## config.mk

```make
export PLATFORM = sky130hd
export DESIGN_NAME = periodic_task_dispatcher
export DESIGN_NICKNAME = d
export VERILOG_FILES = /design/src/hw/rtl/ptd_pkg.sv /design/src/hw/rtl/periodic_task_dispatcher.sv /design/src/hw/rtl/ptd_cell.sv
export SDC_FILE = /design/constraint.sdc
export NUM_CORES = 1
export LEC_CHECK = 0
export BUFFER_PORTS_ARGS = -buffer_cell sky130_fd_sc_hd__buf_2
export CAP_MARGIN = 20
export CORE_MARGIN = 5
export CORE_UTILIZATION = 35
export DETAILED_ROUTE_END_ITERATION = 7
export SYNTH_ARGS = -nofsm -noshare
export SYNTH_HDL_FRONTEND = slang
export SYNTH_SLANG_ARGS = --single-unit
```

## constraint.sdc

```tcl
create_clock -name clk -period 8.26 [get_ports clk]
set_input_delay 0.413 -clock clk [delete_from_list [all_inputs] [get_ports clk]]
set_output_delay 0.413 -clock clk [all_outputs]
set_load 0.02 [all_outputs]
```

## src/hw/rtl/ptd_pkg.sv

```systemverilog
// Package with the shared types and codes of the periodic task dispatcher.
`default_nettype none
package ptd_pkg;

  localparam int MAX_OUT = 8;

  localparam logic [2:0] KIND_TICK    = 3'd0;
  localparam logic [2:0] KIND_CREATE  = 3'd1;
  localparam logic [2:0] KIND_SUSPEND = 3'd2;
  localparam logic [2:0] KIND_RESUME  = 3'd3;
  localparam logic [2:0] KIND_DELETE  = 3'd4;

  localparam logic [2:0] ST_DISPATCH = 3'd0;
  localparam logic [2:0] ST_NONE     = 3'd1;
  localparam logic [2:0] ST_CREATED  = 3'd2;
  localparam logic [2:0] ST_FULL     = 3'd3;
  localparam logic [2:0] ST_OK       = 3'd4;
  localparam logic [2:0] ST_FAIL     = 3'd5;

  typedef enum logic [2:0] {
    CELL_HOLD,
    CELL_TICK,
    CELL_CREATE,
    CELL_SUSPEND,
    CELL_RESUME,
    CELL_DELETE,
    CELL_SHIFT,
    CELL_CLEAR
  } cell_op_t;

  typedef struct packed {
    cell_op_t    op;
    logic [7:0]  priority_req;
    logic [15:0] period;
    logic [15:0] first_delay;
    logic [7:0]  target_id;
  } cell_ctl_t;

  typedef struct packed {
    logic [7:0]  priority_val;
    logic [15:0] period;
    logic [15:0] countdown;
    logic        live;
    logic        resumed;
  } entry_t;

  typedef enum logic {
    FSM_IDLE,
    FSM_REPORT
  } fsm_t;

endpackage
`default_nettype wire

```

## src/hw/rtl/periodic_task_dispatcher.sv

```systemverilog
// Top level of the periodic task dispatcher: control sequencer, output register and cell row.
// The input channel takes one command word per accept: tick, create, suspend, resume or
// delete. The result channel returns the words caused by it, the final one marked by last.
// Create, suspend, resume, delete and unknown kinds produce one word, loaded into the output
// register in the accept cycle and visible in the next cycle.
// A tick updates each occupied slot's countdown in its accept cycle and marks the due slots.
// The marks then move one slot per cycle toward slot zero, which feeds the output register,
// unless a stalled receiver holds a mark in slot zero. At most 8 dispatch words are sent
// per tick. A tick with nothing due sends a single none word.
// The report shift is the part that sets the tick time.
// The input side is ready only while no tick report is running and the output register is
// free or being emptied. A stalled receiver holds the output word and any mark in slot zero.
// Synchronous reset empties the table and the output register.
`default_nettype none
module periodic_task_dispatcher #(
  parameter int TASK_COUNT = 8
) (
  input  wire logic        clk,
  input  wire logic        rst_n,
  input  wire logic        in_valid,
  output logic             in_ready,
  input  wire logic [2:0]  in_kind,
  input  wire logic [7:0]  in_priority_req,
  input  wire logic [15:0] in_period,
  input  wire logic [15:0] in_first_delay,
  input  wire logic [7:0]  in_target_id,
  output logic             out_valid,
  input  wire logic        out_ready,
  output logic [2:0]       out_status,
  output logic [2:0]       out_task_id_out,
  output logic             out_last
);

  localparam int IDW = (TASK_COUNT > 1) ? $clog2(TASK_COUNT) : 1;
  localparam int CW  = $clog2(TASK_COUNT + 1);
  localparam int EW  = $clog2(ptd_pkg::MAX_OUT);

  ptd_pkg::fsm_t      state_r;
  ptd_pkg::fsm_t      state_nxt;
  logic [CW-1:0]      count_r;
  logic [CW-1:0]      count_nxt;
  logic [EW-1:0]      emit_cnt_r;
  logic [EW-1:0]      emit_cnt_nxt;
  logic               out_valid_r;
  logic [2:0]         out_status_r;
  logic [2:0]         out_id_r;
  logic               out_last_r;
  logic               out_load;
  logic [2:0]         out_status_nxt;
  logic [2:0]         out_id_nxt;
  logic               out_last_nxt;
  logic               out_free;
  logic               in_fire;
  logic               is_full;
  logic               found;
  logic               rem;
  logic               rep_last;
  logic [IDW+2:0]     rep_id_ext;
  logic [IDW+2:0]     new_id_ext;
  ptd_pkg::cell_ctl_t ctl;

  logic [TASK_COUNT-1:0]           occ;
  logic [TASK_COUNT-1:0]           after_v;
  logic [TASK_COUNT-1:0]           match_v;
  logic [TASK_COUNT-1:0]           rep_v;
  logic [TASK_COUNT-1:0][IDW-1:0]  ident_v;
  logic [TASK_COUNT-1:0][IDW-1:0]  rep_id_v;
  ptd_pkg::entry_t [TASK_COUNT-1:0] entry_v;

  assign out_free   = !out_valid_r || out_ready;
  assign in_ready   = (state_r == ptd_pkg::FSM_IDLE) && out_free;
  assign in_fire    = in_valid && in_ready;
  assign is_full    = (count_r == CW'(TASK_COUNT));
  assign found      = |match_v;
  assign rem        = |(rep_v >> 1);
  assign rep_last   = !rem || (emit_cnt_r == EW'(ptd_pkg::MAX_OUT - 1));
  assign rep_id_ext = {3'b000, rep_id_v[0]};
  assign new_id_ext = {3'b000, count_r[IDW-1:0]};

  assign out_valid       = out_valid_r;
  assign out_status      = out_status_r;
  assign out_task_id_out = out_id_r;
  assign out_last        = out_last_r;

  genvar g;
  generate
    for (g = 0; g < TASK_COUNT; g++) begin : g_cell
      logic               after_left;
      ptd_pkg::entry_t    left_entry;
      logic [IDW-1:0]     left_ident;
      logic               right_rep_v;
      logic [IDW-1:0]     right_rep_id;

      assign occ[g] = (count_r > CW'(g));

      if (g == 0) begin : g_first
        assign after_left = 1'b0;
        assign left_entry = '0;
        assign left_ident = '0;
      end else begin : g_mid
        assign after_left = after_v[g-1];
        assign left_entry = entry_v[g-1];
        assign left_ident = ident_v[g-1];
      end

      if (g == TASK_COUNT - 1) begin : g_last
        assign right_rep_v  = 1'b0;
        assign right_rep_id = '0;
      end else begin : g_inner
        assign right_rep_v  = rep_v[g+1];
        assign right_rep_id = rep_id_v[g+1];
      end

      ptd_cell #(
        .IDW(IDW)
      ) u_cell (
        .clk         (clk),
        .rst_n       (rst_n),
        .ctl         (ctl),
        .occ         (occ[g]),
        .new_ident   (count_r[IDW-1:0]),
        .after_left  (after_left),
        .left_entry  (left_entry),
        .left_ident  (left_ident),
        .right_rep_v (right_rep_v),
        .right_rep_id(right_rep_id),
        .entry_o     (entry_v[g]),
        .ident_o     (ident_v[g]),
        .after_o     (after_v[g]),
        .match_o     (match_v[g]),
        .rep_v_o     (rep_v[g]),
        .rep_id_o    (rep_id_v[g])
      );
    end
  endgenerate

  always_comb begin
    state_nxt = state_r;
    case (state_r)
      ptd_pkg::FSM_IDLE: begin
        if (in_fire && (in_kind == ptd_pkg::KIND_TICK)) begin
          state_nxt = ptd_pkg::FSM_REPORT;
        end
      end
      ptd_pkg::FSM_REPORT: begin
        if (out_free) begin
          if (rep_v[0] && rep_last) begin
            state_nxt = ptd_pkg::FSM_IDLE;
          end else if (!(|rep_v)) begin
            state_nxt = ptd_pkg::FSM_IDLE;
          end
        end
      end
      default: begin
        state_nxt = ptd_pkg::FSM_IDLE;
      end
    endcase
  end

  always_comb begin
    ctl.op           = ptd_pkg::CELL_HOLD;
    ctl.priority_req = in_priority_req;
    ctl.period       = in_period;
    ctl.first_delay  = in_first_delay;
    ctl.target_id    = in_target_id;
    out_load         = 1'b0;
    out_status_nxt   = ptd_pkg::ST_FAIL;
    out_id_nxt       = 3'd0;
    out_last_nxt     = 1'b1;
    count_nxt        = count_r;
    emit_cnt_nxt     = emit_cnt_r;
    case (state_r)
      ptd_pkg::FSM_IDLE: begin
        emit_cnt_nxt = '0;
        if (in_fire) begin
          case (in_kind)
            ptd_pkg::KIND_TICK: begin
              ctl.op = ptd_pkg::CELL_TICK;
            end
            ptd_pkg::KIND_CREATE: begin
              out_load = 1'b1;
              if (is_full) begin
                out_status_nxt = ptd_pkg::ST_FULL;
              end else begin
                ctl.op         = ptd_pkg::CELL_CREATE;
                out_status_nxt = ptd_pkg::ST_CREATED;
                out_id_nxt     = new_id_ext[2:0];
                count_nxt      = count_r + CW'(1);
              end
            end
            ptd_pkg::KIND_SUSPEND, ptd_pkg::KIND_RESUME, ptd_pkg::KIND_DELETE: begin
              out_load       = 1'b1;
              out_status_nxt = found ? ptd_pkg::ST_OK : ptd_pkg::ST_FAIL;
              if (in_kind == ptd_pkg::KIND_SUSPEND) begin
                ctl.op = ptd_pkg::CELL_SUSPEND;
              end else if (in_kind == ptd_pkg::KIND_RESUME) begin
                ctl.op = ptd_pkg::CELL_RESUME;
              end else begin
                ctl.op = ptd_pkg::CELL_DELETE;
              end
            end
            default: begin
              out_load = 1'b1;
            end
          endcase
        end
      end
      ptd_pkg::FSM_REPORT: begin
        if (rep_v[0]) begin
          if (out_free) begin
            out_load       = 1'b1;
            out_status_nxt = ptd_pkg::ST_DISPATCH;
            out_id_nxt     = rep_id_ext[2:0];
            out_last_nxt   = rep_last;
            emit_cnt_nxt   = emit_cnt_r + EW'(1);
            ctl.op         = rep_last ? ptd_pkg::CELL_CLEAR : ptd_pkg::CELL_SHIFT;
          end
        end else if (|rep_v) begin
          ctl.op = ptd_pkg::CELL_SHIFT;
        end else if (out_free) begin
          out_load       = 1'b1;
          out_status_nxt = ptd_pkg::ST_NONE;
        end
      end
      default: begin
      end
    endcase
  end

  always_ff @(posedge clk) begin
    if (!rst_n) begin
      state_r     <= ptd_pkg::FSM_IDLE;
      count_r     <= '0;
      emit_cnt_r  <= '0;
      out_valid_r <= 1'b0;
    end else begin
      state_r    <= state_nxt;
      count_r    <= count_nxt;
      emit_cnt_r <= emit_cnt_nxt;
      if (out_load) begin
        out_valid_r <= 1'b1;
      end else if (out_ready) begin
        out_valid_r <= 1'b0;
      end
    end
  end

  always_ff @(posedge clk) begin
    if (out_load) begin
      out_status_r <= out_status_nxt;
      out_id_r     <= out_id_nxt;
      out_last_r   <= out_last_nxt;
    end
  end

  a_count_bound: assert property (@(posedge clk) disable iff (!rst_n)
    count_r <= CW'(TASK_COUNT))
    else $error("task count exceeds table size");

  a_unique_match: assert property (@(posedge clk) disable iff (!rst_n)
    $onehot0(match_v))
    else $error("two slots hold the same task id");

  a_partial_in_report: assert property (@(posedge clk) disable iff (!rst_n)
    (out_valid_r && !out_last_r) |-> (state_r == ptd_pkg::FSM_REPORT))
    else $error("non-final word outside a tick report");

  a_no_accept_in_report: assert property (@(posedge clk) disable iff (!rst_n)
    (state_r == ptd_pkg::FSM_REPORT) |-> !in_fire)
    else $error("command accepted during a tick report");

endmodule
`default_nettype wire

```

## src/hw/rtl/ptd_cell.sv

```systemverilog
// One table slot of the dispatcher: entry storage, insertion shift and report shift.
`default_nettype none
module ptd_cell #(
  parameter int IDW = 3
) (
  input  wire logic               clk,
  input  wire logic               rst_n,
  input  wire ptd_pkg::cell_ctl_t ctl,
  input  wire logic               occ,
  input  wire logic [IDW-1:0]     new_ident,
  input  wire logic               after_left,
  input  wire ptd_pkg::entry_t    left_entry,
  input  wire logic [IDW-1:0]     left_ident,
  input  wire logic               right_rep_v,
  input  wire logic [IDW-1:0]     right_rep_id,
  output ptd_pkg::entry_t         entry_o,
  output logic [IDW-1:0]          ident_o,
  output logic                    after_o,
  output logic                    match_o,
  output logic                    rep_v_o,
  output logic [IDW-1:0]          rep_id_o
);

  logic [7:0]     prio_r;
  logic [15:0]    period_r;
  logic [15:0]    cd_r;
  logic [IDW-1:0] ident_r;
  logic           live_r;
  logic           resumed_r;
  logic           rep_v_r;
  logic [IDW-1:0] rep_id_r;
  logic           due;
  logic [7:0]     ident_ext;

  assign ident_ext = {{(8 - IDW){1'b0}}, ident_r};
  assign due       = occ && (cd_r == 16'd0) && live_r && resumed_r;
  assign after_o   = !occ || (prio_r > ctl.priority_req);
  assign match_o   = occ && (ident_ext == ctl.target_id);
  assign ident_o   = ident_r;
  assign rep_v_o   = rep_v_r;
  assign rep_id_o  = rep_id_r;

  assign entry_o.priority_val = prio_r;
  assign entry_o.period       = period_r;
  assign entry_o.countdown    = cd_r;
  assign entry_o.live         = live_r;
  assign entry_o.resumed      = resumed_r;

  always_ff @(posedge clk) begin
    case (ctl.op)
      ptd_pkg::CELL_CREATE: begin
        if (after_left) begin
          prio_r   <= left_entry.priority_val;
          period_r <= left_entry.period;
          cd_r     <= left_entry.countdown;
          ident_r  <= left_ident;
        end else if (after_o) begin
          prio_r   <= ctl.priority_req;
          period_r <= ctl.period;
          cd_r     <= ctl.first_delay;
          ident_r  <= new_ident;
        end
      end
      ptd_pkg::CELL_TICK: begin
        rep_id_r <= ident_r;
        if (occ) begin
          if (cd_r != 16'd0) begin
            cd_r <= cd_r - 16'd1;
          end else if (due) begin
            cd_r <= period_r - 16'd1;
          end
        end
      end
      ptd_pkg::CELL_SHIFT: begin
        rep_id_r <= right_rep_id;
      end
      default: begin
      end
    endcase
  end

  always_ff @(posedge clk) begin
    if (!rst_n) begin
      live_r    <= 1'b0;
      resumed_r <= 1'b0;
      rep_v_r   <= 1'b0;
    end else begin
      case (ctl.op)
        ptd_pkg::CELL_CREATE: begin
          if (after_left) begin
            live_r    <= left_entry.live;
            resumed_r <= left_entry.resumed;
          end else if (after_o) begin
            live_r    <= 1'b1;
            resumed_r <= 1'b1;
          end
        end
        ptd_pkg::CELL_TICK: begin
          rep_v_r <= due;
        end
        ptd_pkg::CELL_SUSPEND: begin
          if (match_o) begin
            resumed_r <= 1'b0;
          end
        end
        ptd_pkg::CELL_RESUME: begin
          if (match_o) begin
            resumed_r <= 1'b1;
          end
        end
        ptd_pkg::CELL_DELETE: begin
          if (match_o) begin
            live_r <= 1'b0;
          end
        end
        ptd_pkg::CELL_SHIFT: begin
          rep_v_r <= right_rep_v;
        end
        ptd_pkg::CELL_CLEAR: begin
          rep_v_r <= 1'b0;
        end
        default: begin
        end
      endcase
    end
  end

endmodule
`default_nettype wire

```

==> results of run 1 <==
-- final timing paths --
| check | to | slack [ns] | depth (start not counted) | start |
|---|---|---|---|---|
| worst min-delay path | g_cell[0].u_cell.prio_r[2] | 0.11 | 1 | in_priority_req[2] |
| worst min register to register | emit_cnt_r[2] | 0.48 | 2 | emit_cnt_r[2] |
| worst max register to register | g_cell[4].u_cell.cd_r[10] | 4.08 | 9 | count_r[0] |
| worst max-delay path | g_cell[4].u_cell.cd_r[10] | 4.08 | 9 | count_r[0] |
-- cells in the final DEF, fill, tap and decap left out, types with 35 or more instances in the layout --
master and instances:
a211oi_1 39, nand3_1 43, nand2_1 263, clkbuf_16 47, a21oi_1 205, buf_4 35
buf_2 63, edfxtp_1 375, mux2i_1 77, nor4_1 35, ha_1 79, xnor2_1 67
o21ai_0 157, nor3_1 58, mux2_2 198, nor2_1 144
-- per-layer routing --
| metal | track usage, % | wire [um] | vias to the layer above |
|---|---|---|---|
| met5 | 0 | 0 | - |
| met4 | 5.39 | 2070 | 0 |
| met3 | 3.43 | 6670 | 137 |
| met2 | 31.6 | 35700 | 888 |
| met1 | 30.3 | 36000 | 9669 |
| li1 | - | - | 8985 |
-- worst max-delay path, stage by stage (launching register included) --
cell and delay [ns]:
dfxtp_1 0.63, inv_1 0.23, ha_1 0.34, and3b_1 0.19, nor4b_1 0.52, nand2_1 0.31
buf_4 0.33, a21oi_4 0.40, buf_4 0.40, or2_2 0.44
-- stage by stage --
stage / power, W / std cells / hold WS, ns / worst slack, ns
after detailed placement: 0.00271 / 3259 / 0.475 / 4.06
after floorplan: 0.00255 / 2349 / 0.440 / 4.00
after global routing: 0.00491 / 3348 / 0.0916 / 3.85
after global placement: 0.00270 / 3258 / 0.445 / 4.08
final: 0.00475 / 3348 / 0.106 / 4.08
after CTS: 0.00479 / 3343 / 0.0654 / 4.14
-- power by group --
group	total [W]	leakage [nW]	switching, W	internal (W)
sequential	0.00234	3.68	0.0000430	0.00230
combinational	0.000333	4.82	0.000225	0.000108
clock	0.00208	0.712	0.000877	0.00121
-- state kept, by name (all words and copies together) (netlist names) --
register and count:
count_r 4, emit_cnt_r 3, g_cell.u_cell.cd_r 128, g_cell.u_cell.ident_o 24
g_cell.u_cell.live_r 8, g_cell.u_cell.period_r 128, g_cell.u_cell.prio_r 64, g_cell.u_cell.rep_id_o 24
g_cell.u_cell.rep_v_o 8, g_cell.u_cell.resumed_r 8, out_last 1, out_status 3
out_task_id_out 3, out_valid 1, state_r 1
-- final cells by class --
cell class | instances | area share (%)
multi-input cells | 1783 | 44.4
clock inverters | 27 | 0.955
flip-flops and latches | 408 | 43.1
inverters | 30 | 0.407
well taps | 940 | 4.26
diodes | 1 | 0.00905
repair buffers | 102 | 2.42
clock buffers | 57 | 4.43
-- cell families (layout without fill, tap and decap cells) --
group,after synthesis,count (layout)
flip-flops,408,408
multiplexers,279,279
buffers and inverters,158,216
XOR/XNOR,101,101
AND/OR/NAND/NOR,722,722
adder cells (fa/ha/maj),79,79
other,0,1
AO/OA/AOI/OAI,602,602
==> summary.txt, run 1 <==
Outcome
  • Outcome: finished, final reports clean

Timing
  • Endpoints failing hold: 0
  • Post-route clock period utilization: just over 50%
  • Top achievable clock speed: roughly 240 MHz
  • RSZ-0062 raised after global routing: no
  • Setup-failing EPs final: 0
  • Slew Viols, Final: 0
  • Max-Slew Margin vs Limit: between 30% and 40%
  • Max Clock Skew: ~0.017 ns
  • Min Tclk post-route: 4.18 ns
  • Pin slew with the least headroom to its limit: roughly 1.0 ns
  • Setup TNS: 0 ns

Yosys
  • Share of flip-flops with an asynchronous set or reset: 0%
  • Cell with the most instances after synthesis: edfxtp_1
  • Yosys cell types: between 70 and 80
  • Post-synthesis net count: 2483
  • Commonest cells in the netlist: edfxtp_1, nand2_1, a21oi_1
  • Sequential area share after synthesis: between 40% and 50%
  • Synth top area cells: edfxtp_1, mux2_2, a21oi_1
  • Multiplexer area fraction after synthesis: around 12%
  • Top FF cell, synth: edfxtp_1
  • Synthesis-stage register bit count: ~410
  • Synth Instances: between 2000 and 2500
  • Main combinational cell family by area after synthesis: compound AO/OA/AOI/OAI gates
  • Compound-Gate Fraction of Synth Area: between 10% and 20%
  • Post-synthesis cell area: around 25000 um2
  • Synth Area in Adders: 4.02%
  • Share of the synthesized area in the top cell type: 45.8%
  • Synth Area in XOR/XNOR: under 10%
  • Syn avg cell area: ~10 um2
  • Post-synthesis simple-gate area fraction: between 10% and 20%
  • Largest area contributor in the netlist: edfxtp_1
  • Number of synthesized flops with an enable pin: ~380
  • Yosys warns: 0

Clock network
  • Htree depth: 2
  • CTS Buffer Depth: 3
  • Post-CTS setup buffers: 0
  • TritonCTS clock tree: done
  • Hold_buf cts: 0
  • Clock sinks: 408
  • Clk Tree Root Cell: clkbuf_16
  • CTS buffer count: 46
  • Post-CTS Resized: 0
  • Worst-Skew Late Latency: 0.59 ns
  • Clock transition at path regs: ~0.07 ns

Global routing
  • Initial antenna violation count: 1
  • First-pass GRT wire length: 121000 um
  • Largest net degree at the start of global routing: 69
  • Overall routing resource usage: around a fifth
  • Overflow after GRT: 0
  • Vias in the first global route: 18900

Routing
  • Vias per inst: approximately 6
  • Drt drc: 0
  • Initial DRC count: 1876
  • DRT Pass-1 Iters: 6
  • Post-Route WL: 80400 um
  • Wire length per cell: about 24 um
  • Final antenna-violating net count: 0
  • Vias: around 20000

Setup path
  • CP startpoint kind: register
  • Crit-path max FO: 21
  • WP data required: around 8.5 ns
  • CP endpoint kind: register
  • Critical path type: register to register
  • Critical Path AT: between 4 and 5 ns

Job
  • Max-cap violation count: 0

Final layout
  • Proportion of layout cells with a drive suffix above 1: ~17%
  • Nets: between 2000 and 3000
  • Cell area after layout: 27600 um2
  • Area of the multi-input gates: 12300 um2
  • Layout Utilization: 39.5%
  • Fillers: between 6000 and 7000
  • P&R area growth vs syn: 12.4%
  • Register area: between 10000 and 15000 um2

Floorplanning
  • Rows: 97
  • Die Ht: roughly 280 um
  • Width of the die: between 200 and 300 um
  • Starting Density: 35.2%
  • Die ar.: between 70000 and 80000 um2
  • Total core area: 69900 um2
  • Ports: 64

Worst hold path
  • Hold Crit Class: input port to register

Pwr
  • Power density cells: 172 nW/um2
  • Peak supply drop: approximately 0.13 mV
  • Leakage: ~9.2 nW

Placement
  • Detailed placer's ending HPWL: 56700 um
  • Post-DP Area: 26100 um2
  • Port bufs: 63
  • Gp weighted congestion: about 0.91
Power figures use the tool's default switching activity.
==> run 2, diff against run 1 <==
clock period = 4.2 ns   (was 8.26 ns; I/O delays follow)
==> summary.txt, run 2 (same netlist as run 1, synthesis figures left out) <==
Outcome
  • Outcome: finished, final reports clean

Global routing
  • Largest net degree at the start of global routing: 123
  • Vias in the first global route: about 20000
  • Overflow after GRT: 0
  • First-pass GRT wire length: approximately 120000 um
  • Overall routing resource usage: around a fifth
  • Initial antenna violation count: 4

Routing
  • Vias per inst: between 5 and 6
  • Wire length per cell: 23.2 um
  • Final antenna-violating net count: 0
  • Initial DRC count: just over 2000
  • DRT Pass-1 Iters: 6
  • Vias: around 20000
  • Drt drc: 0
  • Post-Route WL: ~78000 um

Clock network
  • CTS Buffer Depth: 3
  • TritonCTS clock tree: done
  • Post-CTS Resized: 0
  • Clock sinks: roughly 410
  • CTS buffer count: between 40 and 50
  • Worst-Skew Late Latency: slightly below 0.6 ns
  • Htree depth: 2
  • Hold_buf cts: 13
  • Clk Tree Root Cell: clkbuf_16
  • Clock transition at path regs: approximately 0.060 ns
  • Post-CTS setup buffers: 0

Final layout
  • Proportion of layout cells with a drive suffix above 1: a little under a fifth
  • P&R area growth vs syn: 14.1%
  • Nets: 2541
  • Layout Utilization: ~40%
  • Largest regs: g_cell.u_cell.cd_r: 128 flops, g_cell.u_cell.period_r: 128 flops, g_cell.u_cell.prio_r: 64 flops
  • Fillers: a little under 7000
  • Most frequent cells in the layout: edfxtp_1, nand2_1, a21oi_1
  • Commonest non-fill, non-tap cell in the layout: edfxtp_1

Setup path
  • Number of cells on the critical path: 12
  • CP Buf/Inv Count: 0
  • Reg2reg setup slack: roughly 0.34 ns
  • Crit-path cells: or4_1 > or4_1 > nor2_1 > a21oi_1 > ha_1 > or3b_1 > nor4_1 > o31ai_1 > nor3_1 > mux2_1 > a311oi_1 > a21oi_1
  • CP max stage cell: or4_1
  • Reg-to-reg startpoint: g_cell[7].u_cell.cd_r[7]
  • CP startpoint kind: register
  • Crit-path max FO: 7
  • Top delay family on crit path: simple AND/OR/NAND/NOR gates
  • Critical Path AT: around 4.2 ns
  • Critical path type: register to register
  • Crit. Startpoint: g_cell[7].u_cell.cd_r[7]
  • Worst reg2reg path endpoint: g_cell[7].u_cell.cd_r[12]
  • Worst reg2reg path depth: 12
  • CP max stage delay: around 0.58 ns
  • WP data required: 4.52 ns
  • CP endpoint kind: register

Timing
  • Max Clock Skew: around 0.016 ns
  • Final worst setup slack: 0.338 ns
  • Post-route clock period utilization: about nine tenths
  • Min Tclk post-route: between 3 and 4 ns
  • Max-Slew Margin vs Limit: 25.9%
  • Setup TNS: 0 ns
  • Top achievable clock speed: ~260 MHz
  • Setup-failing EPs final: 0
  • Pin slew with the least headroom to its limit: between 1 and 1.5 ns
  • RSZ-0062 raised after global routing: no
  • Endpoints failing hold: 0
  • Slew Viols, Final: 0

Worst hold path
  • Hold Crit Class: input port to register
  • Hold Crit Start: in_period[11]
  • Hold endpoint: g_cell[0].u_cell.period_r[11]
  • Hold path depth: 1

Pwr
  • P_int: 0.00732 W
  • Leakage: about 9.5 nW
  • Sequential power share: between 40% and 50%
  • Logic pwr share: 7.0%
  • Power density cells: 341 nW/um2
  • Peak supply drop: about 0.27 mV
  • Psw: around 0.0023 W
  • Sw frac: a little under a quarter
  • Clock share of power: 45.0%

Floorplanning
  • Ports: between 60 and 70
  • Die ar.: 75600 um2
  • Die Ht: between 200 and 300 um
  • Total core area: about 70000 um2
  • Width of the die: 275 um
  • Starting Density: between 30% and 40%
  • Rows: 97

Placement
  • Port bufs: 63
  • Post-Place Setup Slack: between 0.3 and 0.4 ns
  • Detailed placer's ending HPWL: roughly 56000 um
  • Gp weighted congestion: 0.885

Job
  • Max-cap violation count: 0
## run 2: metal layers
layer	share of wire [%]	GRT usage (%)
met5	0.027	0
met3	8.1	3.41
met4	3.3	6.64
met1	44	28.6
met2	44	31.4
## run 2: how the worst max path moves through the flow
stage | to
floorplan | g_cell[2].u_cell.ident_o[0]
detailed placement | g_cell[7].u_cell.cd_r[12]
global placement | g_cell[7].u_cell.cd_r[12]
CTS | g_cell[7].u_cell.cd_r[12]
global route | g_cell[7].u_cell.cd_r[12]
finish | g_cell[7].u_cell.cd_r[12]
## run 2: area by class of cell
| type | count | area, um2 | share of cell area (%) |
|---|---|---|---|
| Antenna cell | 1 | 2.50 | 0.00892 |
| Clock buffer | 57 | 1270 | 4.54 |
| Clock inverter | 27 | 315 | 1.12 |
| Inverter | 30 | 113 | 0.401 |
| Multi-Input combinational cell | 1783 | 12300 | 43.7 |
| Sequential cell | 408 | 11900 | 42.5 |
| Tap cell | 940 | 1180 | 4.19 |
| Timing Repair Buffer | 139 | 988 | 3.52 |
## run 2: worst reg2reg max path, cell delays in order, from the launching register on
cell and delay [ns]:
edfxtp_1 0.46, or4_1 0.58, or4_1 0.50, nor2_1 0.30
a21oi_1 0.17, ha_1 0.25, or3b_1 0.30, nor4_1 0.08
o31ai_1 0.14, nor3_1 0.15, mux2_1 0.34, a311oi_1 0.27
a21oi_1 0.07
## run 2: power by group through the flow
stage / registers (W) / clock network (W) / logic (W)
6_report: 0.00459 / 0.00431 / 0.000668
5_1_grt: 0.00460 / 0.00454 / 0.000723
4_1_cts: 0.00459 / 0.00437 / 0.000658
3_5_place_dp: 0.00468 / 0 / 0.000645
3_3_place_gp: 0.00467 / 0 / 0.000626
2_1_floorplan: 0.00465 / 0 / 0.000372
## run 2: through the flow
stage	cells	total power (W)	hold WS, ns	cell area, um2
6_report	3385	0.00957	0.0360	28100
5_1_grt	3384	0.00986	0.00143	28100
4_1_cts	3383	0.00962	0.00111	28100
3_5_place_dp	3286	0.00532	0.454	26300
3_3_place_gp	3285	0.00530	0.447	26300
2_1_floorplan	2349	0.00502	0.309	24600
